--- src/rtl/vgrc_pkg.sv ---
// shared types and constants for the vertical gradient row color block
// no dependencies
`default_nettype none

package vgrc_pkg;

  localparam int FieldBits = 12;
  localparam int RgbBits   = 24;
  localparam int ChanBits  = 8;
  localparam int FactBits  = 8;
  // row * 255 fits in 20 bits
  localparam int NumBits   = FieldBits + FactBits;
  localparam int CfgIdxBits = 3;

  // configuration register indexes
  typedef enum logic [CfgIdxBits-1:0] {
    REG_LEFT   = 3'd0,
    REG_TOP    = 3'd1,
    REG_SPAN   = 3'd2,
    REG_ROWS   = 3'd3,
    REG_TOPRGB = 3'd4,
    REG_BOTRGB = 3'd5
  } vgrc_reg_e;

  // payload handed from one divider cell to the next
  typedef struct packed {
    logic                 busy;
    logic                 in_range;
    logic [NumBits-1:0]   rem;
    logic [FieldBits-1:0] div;
    logic [FactBits-1:0]  quo;
    logic [FieldBits-1:0] y;
  } vgrc_div_t;

endpackage

`default_nettype wire

--- src/rtl/vertical_gradient_row_color.sv ---
// top level of the vertical gradient row color block
// depends on vgrc_pkg, vgrc_div_cell and vgrc_blend
//
//   port group   direction  handshake               payload
//   request      in         start_i, busy_o         row_index_i
//   result       out        done_o (one cycle)      fill_x_o, fill_y_o, fill_width_o,
//                                                   line_rgb_o, row_valid_o
//   config       in         cfg_we_i                cfg_idx_i, cfg_data_i
//
// one request per clock
// each request passes the 8 divider cells (one factor bit each), then 3 blend stages
// busy_o stays low: every stage moves forward every cycle
// the receiver cannot stall, so nothing is ever held back
// reset clears the configuration and the stage valid bits
`default_nettype none

module vertical_gradient_row_color
  import vgrc_pkg::*;
#(
  parameter int COORD_BITS = 12
) (
  input  logic                  clk_i,
  input  logic                  rst_ni,
  input  logic                  cfg_we_i,
  input  logic [CfgIdxBits-1:0] cfg_idx_i,
  input  logic [RgbBits-1:0]    cfg_data_i,
  input  logic                  start_i,
  output logic                  busy_o,
  input  logic [FieldBits-1:0]  row_index_i,
  output logic                  done_o,
  output logic [FieldBits-1:0]  fill_x_o,
  output logic [FieldBits-1:0]  fill_y_o,
  output logic [FieldBits-1:0]  fill_width_o,
  output logic [RgbBits-1:0]    line_rgb_o,
  output logic                  row_valid_o
);

  // coordinates wrap at the coordinate range, then fit the 12-bit fields
  localparam int KeepBits = (COORD_BITS < FieldBits) ? COORD_BITS : FieldBits;
  localparam logic [FieldBits-1:0] CoordMask = FieldBits'((1 << KeepBits) - 1);

  // configuration registers
  logic [FieldBits-1:0] left_q, top_q, span_q, rows_q;
  logic [RgbBits-1:0]   top_rgb_q, bot_rgb_q;

  always_ff @(posedge clk_i or negedge rst_ni) begin
    if (!rst_ni) begin
      left_q    <= '0;
      top_q     <= '0;
      span_q    <= '0;
      rows_q    <= '0;
      top_rgb_q <= '0;
      bot_rgb_q <= '0;
    end else if (cfg_we_i) begin
      case (vgrc_reg_e'(cfg_idx_i))
        REG_LEFT:   left_q    <= cfg_data_i[FieldBits-1:0];
        REG_TOP:    top_q     <= cfg_data_i[FieldBits-1:0];
        REG_SPAN:   span_q    <= cfg_data_i[FieldBits-1:0];
        REG_ROWS:   rows_q    <= cfg_data_i[FieldBits-1:0];
        REG_TOPRGB: top_rgb_q <= cfg_data_i;
        REG_BOTRGB: bot_rgb_q <= cfg_data_i;
        default:    ;
      endcase
    end
  end

  // the chain never stalls
  assign busy_o = 1'b0;

  // entry into the divider chain: dividend row*255, divisor rows-1
  vgrc_div_t chain [FactBits+1];

  always_comb begin
    chain[0].busy     = start_i;
    chain[0].in_range = row_index_i < rows_q;
    chain[0].rem      = {row_index_i, 8'd0} - NumBits'(row_index_i);
    chain[0].div      = rows_q - 1'b1;
    chain[0].quo      = '0;
    chain[0].y        = (top_q + row_index_i) & CoordMask;
  end

  // factor is below 256, so eight cells settle it msb first
  for (genvar k = 0; k < FactBits; k++) begin : g_cell
    vgrc_div_cell #(
      .STEP(FactBits - 1 - k)
    ) u_cell (
      .clk_i  (clk_i),
      .rst_ni (rst_ni),
      .pipe_i (chain[k]),
      .pipe_o (chain[k+1])
    );
  end

  // colors and geometry read live: user changes config only when idle (not enforced)
  vgrc_blend u_blend (
    .clk_i        (clk_i),
    .rst_ni       (rst_ni),
    .pipe_i       (chain[FactBits]),
    .top_rgb_i    (top_rgb_q),
    .bot_rgb_i    (bot_rgb_q),
    .left_i       (left_q & CoordMask),
    .span_i       (span_q & CoordMask),
    .done_o       (done_o),
    .fill_x_o     (fill_x_o),
    .fill_y_o     (fill_y_o),
    .fill_width_o (fill_width_o),
    .line_rgb_o   (line_rgb_o),
    .row_valid_o  (row_valid_o)
  );

endmodule

`default_nettype wire

--- src/rtl/vgrc_div_cell.sv ---
// one restoring divider cell: resolves one bit of the blend factor
// depends on vgrc_pkg
`default_nettype none

module vgrc_div_cell
  import vgrc_pkg::*;
#(
  parameter int STEP = 0
) (
  input  logic      clk_i,
  input  logic      rst_ni,
  input  vgrc_div_t pipe_i,
  output vgrc_div_t pipe_o
);

  logic [NumBits-1:0] trial;
  logic               ge;
  vgrc_div_t          pipe_d, data_q;
  logic               busy_q;

  always_comb begin
    trial  = NumBits'(pipe_i.div) << STEP;
    // zero divisor means single row, factor stays zero
    ge     = (pipe_i.rem >= trial) && (pipe_i.div != '0);
    pipe_d = pipe_i;
    pipe_d.rem = ge ? (pipe_i.rem - trial) : pipe_i.rem;
    pipe_d.quo = {pipe_i.quo[FactBits-2:0], ge};
  end

  always_ff @(posedge clk_i or negedge rst_ni) begin
    if (!rst_ni) begin
      busy_q <= 1'b0;
    end else begin
      busy_q <= pipe_d.busy;
    end
  end

  always_ff @(posedge clk_i) begin
    data_q <= pipe_d;
  end

  // valid bit comes from the reset flop, payload from the plain one
  always_comb begin
    pipe_o      = data_q;
    pipe_o.busy = busy_q;
  end

endmodule

`default_nettype wire

--- src/rtl/vgrc_blend.sv ---
// color blend stages: weighted sum, divide by 255, output register
// depends on vgrc_pkg
`default_nettype none

module vgrc_blend
  import vgrc_pkg::*;
(
  input  logic                 clk_i,
  input  logic                 rst_ni,
  input  vgrc_div_t            pipe_i,
  input  logic [RgbBits-1:0]   top_rgb_i,
  input  logic [RgbBits-1:0]   bot_rgb_i,
  input  logic [FieldBits-1:0] left_i,
  input  logic [FieldBits-1:0] span_i,
  output logic                 done_o,
  output logic [FieldBits-1:0] fill_x_o,
  output logic [FieldBits-1:0] fill_y_o,
  output logic [FieldBits-1:0] fill_width_o,
  output logic [RgbBits-1:0]   line_rgb_o,
  output logic                 row_valid_o
);

  localparam int SumBits = 2 * ChanBits;

  // stage a: weighted sums
  logic                 a_busy_q, a_range_q;
  logic [FieldBits-1:0] a_y_q;
  logic [SumBits-1:0]   a_sum_q [3];
  // stage b: reciprocal estimate
  logic                 b_busy_q, b_range_q;
  logic [FieldBits-1:0] b_y_q;
  logic [SumBits-1:0]   b_sum_q [3];
  logic [ChanBits-1:0]  b_est_q [3];
  // output register
  logic                 o_busy_q, o_range_q;
  logic [FieldBits-1:0] o_y_q, o_x_q, o_w_q;
  logic [ChanBits-1:0]  o_chan_q [3];

  logic [SumBits-1:0]   a_sum_d [3];
  logic [ChanBits-1:0]  b_est_d [3];
  logic [ChanBits-1:0]  o_chan_d [3];

  for (genvar c = 0; c < 3; c++) begin : g_lane
    logic [ChanBits-1:0]   hi, lo, inv;
    logic [SumBits+7:0]    scaled;
    logic [SumBits:0]      back, resid;
    always_comb begin
      hi  = top_rgb_i[c*ChanBits +: ChanBits];
      lo  = bot_rgb_i[c*ChanBits +: ChanBits];
      inv = ~pipe_i.quo;
      a_sum_d[c] = SumBits'(hi * inv) + SumBits'(lo * pipe_i.quo);
      // x * 257 / 65536, at most one below x / 255
      scaled     = {a_sum_q[c], 8'd0} + (SumBits+8)'(a_sum_q[c]);
      b_est_d[c] = scaled[SumBits+7:SumBits];
      back       = {1'b0, b_est_q[c], 8'd0} - (SumBits+1)'(b_est_q[c]);
      resid      = {1'b0, b_sum_q[c]} - back;
      o_chan_d[c] = (resid >= (SumBits+1)'(255)) ? b_est_q[c] + 1'b1 : b_est_q[c];
    end
  end

  always_ff @(posedge clk_i or negedge rst_ni) begin
    if (!rst_ni) begin
      a_busy_q <= 1'b0;
      b_busy_q <= 1'b0;
      o_busy_q <= 1'b0;
    end else begin
      a_busy_q <= pipe_i.busy;
      b_busy_q <= a_busy_q;
      o_busy_q <= b_busy_q;
    end
  end

  always_ff @(posedge clk_i) begin
    a_range_q <= pipe_i.in_range;
    a_y_q     <= pipe_i.y;
    b_range_q <= a_range_q;
    b_y_q     <= a_y_q;
    o_range_q <= b_range_q;
    o_y_q     <= b_y_q;
    o_x_q     <= left_i;
    o_w_q     <= span_i;
    for (int c = 0; c < 3; c++) begin
      a_sum_q[c]  <= a_sum_d[c];
      b_sum_q[c]  <= a_sum_q[c];
      b_est_q[c]  <= b_est_d[c];
      o_chan_q[c] <= o_chan_d[c];
    end
  end

  // rows out of range report all zero fields
  assign done_o       = o_busy_q;
  assign row_valid_o  = o_range_q;
  assign fill_x_o     = o_range_q ? o_x_q : '0;
  assign fill_y_o     = o_range_q ? o_y_q : '0;
  assign fill_width_o = o_range_q ? o_w_q : '0;
  assign line_rgb_o   = o_range_q ? {o_chan_q[2], o_chan_q[1], o_chan_q[0]} : '0;

endmodule

`default_nettype wire
--- config.mk ---
export PLATFORM = sky130hd
export DESIGN_NAME = vertical_gradient_row_color
export DESIGN_NICKNAME = d
export VERILOG_FILES = /design/src/rtl/vgrc_pkg.sv /design/src/rtl/vertical_gradient_row_color.sv /design/src/rtl/vgrc_div_cell.sv /design/src/rtl/vgrc_blend.sv
export SDC_FILE = /design/constraint.sdc
export NUM_CORES = 2
export LEC_CHECK = 0
export BUFFER_PORTS_ARGS = -buffer_cell sky130_fd_sc_hd__buf_2
export CAP_MARGIN = 0
export CELL_PAD_IN_SITES_DETAIL_PLACEMENT = 2
export CELL_PAD_IN_SITES_GLOBAL_PLACEMENT = 2
export CORE_ASPECT_RATIO = 0.7
export CORE_MARGIN = 5
export CORE_UTILIZATION = 35
export CTS_CLUSTER_SIZE = 14
export DETAILED_ROUTE_END_ITERATION = 7
export GPL_TIMING_DRIVEN = 0
export PLACE_DENSITY = 0.65
export SLEW_MARGIN = 20
export SYNTH_ARGS = -nofsm -noshare
export SYNTH_HDL_FRONTEND = slang
export SYNTH_SLANG_ARGS = --single-unit
--- constraint.sdc ---
create_clock -name clk_i -period 10.1 [get_ports clk_i]
set_input_delay 1.01 -clock clk_i [delete_from_list [all_inputs] [get_ports clk_i]]
set_output_delay 1.01 -clock clk_i [all_outputs]
set_load 0.1 [all_outputs]
After elaboration in Yosys (flattened, before gate mapping)
Memories as Yosys holds them, arrays and structs flattened.
Index checks and enable logic that the tools add are counted.
Cells by class
  muxes and demuxes: 14
  bitwise operators: 1
  multiply operators: 6
  add/sub/neg operators: 25
  $lt $le $gt $ge: 12
  divide/modulo/power cells: 0
  equal/unequal tests: 5
  shift-type cells: 0
  reductions and logical operators: 23
Operators by type and width (number)
  $mux W20: 7
  $mul A8 B8 Y16: 6
  $reduce_bool A12 Y1: 8
  $add A24 B16 Y24: 3
  $ge A17 B8 Y1 const B: 3
  $sub A16 B17 Y17: 3
  $sub A16 B8 Y17: 3
  $add A16 B16 Y16: 3
  $mux W12: 3
  $add A8 B1 Y8 const B: 3
  $mux W24: 1
  $mux W8: 3
  $ge A20 B12 Y1: 1
  $ge A20 B13 Y1: 1
  $ge A20 B14 Y1: 1
  $ge A20 B15 Y1: 1
  $ge A20 B16 Y1: 1
  $ge A20 B17 Y1: 1
  $ge A20 B18 Y1: 1
  $ge A20 B19 Y1: 1
  $sub A20 B12 Y20: 1
  $sub A20 B13 Y20: 1
  $sub A20 B14 Y20: 1
  $sub A20 B15 Y20: 1
  other kinds (14): 28
Word-level totals
  output and inout port bits: 63
  latch bits: 0
  memories kept: 4
  input port bits: 43
  logic and storage cells: 153
  register bits after elaboration: 534
  memory bits (read-only): 0
  bits in writable memories: 144
Memory list
  u_blend.a_sum_q: depth 3, bits a word 16, rd ports 3, clocked after memory_dff 0, wr ports 3, RTL line vgrc_blend.sv:28  | logic [SumBits-1:0] a_sum_q [3];
  u_blend.b_sum_q: depth 3, bits a word 16, rd ports 3, clocked after memory_dff 0, wr ports 3, RTL line vgrc_blend.sv:32  | logic [SumBits-1:0] b_sum_q [3];
  u_blend.b_est_q: depth 3, bits a word 8, rd ports 3, clocked after memory_dff 0, wr ports 3, RTL line vgrc_blend.sv:33  | logic [ChanBits-1:0] b_est_q [3];
  u_blend.o_chan_q: depth 3, bits a word 8, rd ports 3, clocked after memory_dff 0, wr ports 3, RTL line vgrc_blend.sv:37  | logic [ChanBits-1:0] o_chan_q [3];

Depth between registers and ports, before layout
An unclocked memory read counts as a cell.
  depth after elaboration: 5
  depth in mapped cells: 24
  depth with buffers taken out: 22

By module
From an unflattened synthesis, not the netlist that was laid out.
Unflattened totals
  cells, all modules: 4242
  area total of the unflattened synthesis: 43474.2 µm²
By module, submodules not included
  vgrc_blend: area an instance 22261.4 µm², times used 1, cells each 2380, sequential area each 4219.0 µm²
  vertical_gradient_row_color: area an instance 4903.5 µm², times used 1, cells each 387, sequential area each 2402.3 µm²
  vgrc_div_cell at g_cell[5].u_cell: area an instance 2173.3 µm², times used 1, cells each 198, sequential area each 1086.0 µm²
  vgrc_div_cell at g_cell[7].u_cell: area an instance 2118.3 µm², times used 1, cells each 190, sequential area each 1086.0 µm²
  vgrc_div_cell at g_cell[4].u_cell: area an instance 2039.5 µm², times used 1, cells each 181, sequential area each 1086.0 µm²
  vgrc_div_cell at g_cell[3].u_cell: area an instance 2028.2 µm², times used 1, cells each 183, sequential area each 1086.0 µm²
  vgrc_div_cell at g_cell[0].u_cell: area an instance 2024.4 µm², times used 1, cells each 178, sequential area each 1086.0 µm²
  vgrc_div_cell at g_cell[6].u_cell: area an instance 2016.9 µm², times used 1, cells each 196, sequential area each 1086.0 µm²
  vgrc_div_cell at g_cell[2].u_cell: area an instance 1994.4 µm², times used 1, cells each 175, sequential area each 1086.0 µm²
  vgrc_div_cell at g_cell[1].u_cell: area an instance 1914.3 µm², times used 1, cells each 174, sequential area each 1086.0 µm²

Worst setup path after synthesis
OpenSTA, ideal clock, no wires.
  path type: reg-to-reg
  start point: register g_cell[7].u_cell.data_q, in the netlist g_cell[7].u_cell.pipe_o[16]
  end point: memory u_blend.a_sum_q[0][31] in the netlist's numbering
  buffers on the path: 2
  slack: 4.420 ns
  stages on the path, launching flop included: 23
  data arrival time: 5.609 ns
  period minus slack after synthesis: 5.680 ns
  required time: 10.028 ns
  cell sequence: dfxtp_1 > clkbuf_1 > clkbuf_1 > nand2_1 > fa_1 > inv_1 > ha_1 > inv_1 > fa_1 > inv_1 > fa_1 > fa_1 > inv_1 > fa_1 > inv_1 > ha_1 > a21oi_1 > o21ba_2 > o21ai_0 > o41ai_1 > o21bai_1 > a21oi_1 > xor2_1
RTL lines
  start: declaration: RTL line vgrc_div_cell.sv:18  | vgrc_div_t pipe_d, data_q;
  start signal: assignment: RTL line vgrc_div_cell.sv:39  | data_q <= pipe_d;
  end: declaration: RTL line vgrc_blend.sv:28

==> impl_metrics.toml <==
[outcome]
outcome = "finished clean"

[worst_setup_path]
arrival_ps = 8030
setup.worst_path.end_class = "flip-flop"
rrSetupSlack_ps = 2590
regToRegEndpoint = "u_blend.a_sum_q[0][31]$_DFF_P_"
path_class = "flip-flop to flip-flop"
crit_required_ps = 10620
reg2reg_depth = 19
rr_startpoint = "g_cell[7].u_cell.pipe_o[14]$_DFF_P_"
start_kind = "flip-flop"
critical_path.max_fanout = 10

[synth]
syn_area_per_cell_sq_um = 10.09
synth-edff-count = 0
ys_types = 84
synth_ff_type = "dfxtp_1"
synth.ff_latch_count = 678
seq_area_frac_synth_pct = 34.94
synthArstFlopShare_pct = 15.78
synth_area_sq_um = 40370
synth.yosys.warnings = 0
synthCells = 4001

[routing]
wl_microns = 117700
via_per_inst = 4.808
ant_nets = 0
vias = 27800
wl_per_cell_microns = 20.36
dr.pass1.iters = 4
drt_iter0_markers = 1034
drc = 0

[placement]
port_buffers = 104
hpwlAfterDp_microns = 93560
gp_congestion = 0.7741

[sta]
period_minus_slack_ps = 7513
worst_pin_slew_ps = 1115
clock_skew_ps = 77.37
finalSetupViolCount = 0
hold_violations = 0
rsz0062_at_grt = "false"
fin_crit_sh_pct = 74.38
max-slew-margin-rel_pct = 25.68
slew_violations = 0
tns_ps = 0
max_freq_mhz = 133.1

[floorplanning]
core_sq_um = 114800
rows = 104
start_util_pct = 35.18
die_h_microns = 294.2
dieArea_sq_um = 122400
ioPinCount = 106
fp.dieW_microns = 415.9

[worst_hold_path]
holdPathEnd = "g_cell[3].u_cell.pipe_o[7]$_DFF_P_"
holdPathStages = 0
hold_class = "flip-flop to flip-flop"
holdCritStartpoint = "g_cell[2].u_cell.pipe_o[7]$_DFF_P_"

[cells_and_area]
nets = 4953
layout_common_cells = "inv_1, dfxtp_1, ha_1, fa_1, and2_1"
area_growth_pct = 12.73
drive_gt1_share_pct = 9.333
final_common_cell = "inv_1"

[clock_tree]
post-cts-setup-buffer-count = 0
cts_tree = "built"
cts_buffer_depth = 3
clock_latency_ps = 710
hold_buffers = 0
cts.sinks = 678
ctsRootBufferMaster = "clkbuf_16"
post_cts_resized = 0
clkTransAtPathRegs_ps = 70
cts_max_level = 3
cts_inserted_buffers = 74

[global_route]
grt_max_degree = 64
grt_pass1_wl_microns = 186700
antenna_found_initial = 8
grt_pass1_vias = 31250
grt_use_total_pct = 19.54
grt-ovfl-total = 0

[job]
max-cap-violations = 0
[cell usage after synthesis, types with 8 or more instances]
cell type | count | area, sq um
a211oi_1 | 15 | 112.6
a21boi_0 | 14 | 105.1
a21o_1 | 58 | 435.4
a21oi_1 | 124 | 620.6
and2_1 | 193 | 1207
and3_1 | 12 | 75.07
clkbuf_1 | 65 | 244.0
dfrtp_1 | 107 | 2678
dfxtp_1 | 571 | 11430
fa_1 | 296 | 5926
ha_1 | 429 | 5368
inv_1 | 676 | 2537
mux2_2 | 128 | 1441
nand2_1 | 183 | 686.9
nand2b_1 | 117 | 732.0
nand3_1 | 35 | 175.2
nand4_1 | 33 | 206.5
nor2_1 | 134 | 503.0
nor2b_1 | 140 | 875.8
nor3_1 | 62 | 310.3
nor4_1 | 39 | 244.0
o211ai_1 | 12 | 90.09
o21a_1 | 14 | 105.1
o21ai_0 | 121 | 605.6
o21bai_1 | 19 | 142.6
o31ai_1 | 15 | 112.6
o41ai_1 | 8 | 70.07
or3_1 | 10 | 62.56
or4_1 | 8 | 60.06
xnor2_1 | 163 | 1428
xor2_1 | 61 | 534.3
[cell families (layout without fill, tap and decap cells)]
group	after synthesis	after routing	synth area share, %
muxes	138	138	3.855
other	1	7	0.009288
and+or+nand+nor	1012	1012	13.70
xor gates and xnor gates	224	224	4.859
DFF	678	678	34.94
adders and majority gates	725	725	27.97
AOI/OAI and AO/OA	471	471	7.608
buffers and inverters	752	991	7.050
[worst max path at each step]
stage,slack [ps],to,startpoint
after CTS,2610,u_blend.a_sum_q[0][31]$_DFF_P_,g_cell[7].u_cell.pipe_o[14]$_DFF_P_
after global placement,2850,u_blend.a_sum_q[0][31]$_DFF_P_,g_cell[7].u_cell.pipe_o[15]$_DFF_P_
after global routing,2300,u_blend.a_sum_q[0][31]$_DFF_P_,g_cell[7].u_cell.pipe_o[15]$_DFF_P_
after floorplan,4420,u_blend.a_sum_q[0][31]$_DFF_P_,g_cell[7].u_cell.pipe_o[16]$_DFF_P_
final,2590,u_blend.a_sum_q[0][31]$_DFF_P_,g_cell[7].u_cell.pipe_o[14]$_DFF_P_
after detailed placement,2680,u_blend.a_sum_q[0][31]$_DFF_P_,g_cell[7].u_cell.pipe_o[14]$_DFF_P_
[worst max-delay path: stages, from the launching register on]
cell and delay [ps]:
dfxtp_1 370, clkbuf_1 700, clkbuf_1 780, and2_1 250, fa_1 430, fa_1 490
fa_1 540, fa_1 540, fa_1 560, inv_1 60, fa_1 550, inv_1 50
ha_1 360, and3_1 170, a21oi_1 120, o21ai_0 180, o41ai_1 560, o21bai_1 140
a21oi_1 190, xor2_1 310
[layout make-up]
type	count	area [sq um]
fillers	12350	69260
multi-input cells	2574	23440
flip-flops and latches	678	14110
inverters	676	2537
clock buffers	99	2097
well taps	1537	1923
repair buffers	105	554.3
clock inverters	35	540.5
plain buffers	76	310.3
diodes	3	7.507
[per-stage QoR]
stage          cell area (sq um)  util, %  worst slack (ps)  hold WS, ps  instances
5_1_grt                    45510    39.65              2295        324.5       5780
3_3_place_gp               42830    37.32              2852        310.2       5645
2_1_floorplan              40390        -              4420        309.6       4004
4_1_cts                    45510    39.65              2605        305.8       5780
3_5_place_dp               42870    37.35              2679        313.2       5646
6_report                   45510    39.66              2587        314.3       5783
[flip-flops by register name, summed over array words and instances, names as in the netlist, 24 cells and up]
| signal | flops |
|---|---|
| g_cell.u_cell.pipe_o | 364 |
| u_blend.a_sum_q | 48 |
| u_blend.b_sum_q | 48 |
| bot_rgb_q | 24 |
| top_rgb_q | 24 |
| u_blend.b_est_q | 24 |
| u_blend.o_chan_q | 24 |
[metal layers]
layer / vias to the layer above / track usage, % / wire [microns]
met3: 117 / 3.169 / 3885
li1: 13320 / - / -
met1: 14060 / 29.36 / 61740
met5: - / 0 / 25
met2: 308 / 30.01 / 50300
met4: 4 / 3.210 / 1767
Power is left out: the tool's default activity adds up to more than one toggle a clock period on the data nets, which glitch-free logic cannot reach.
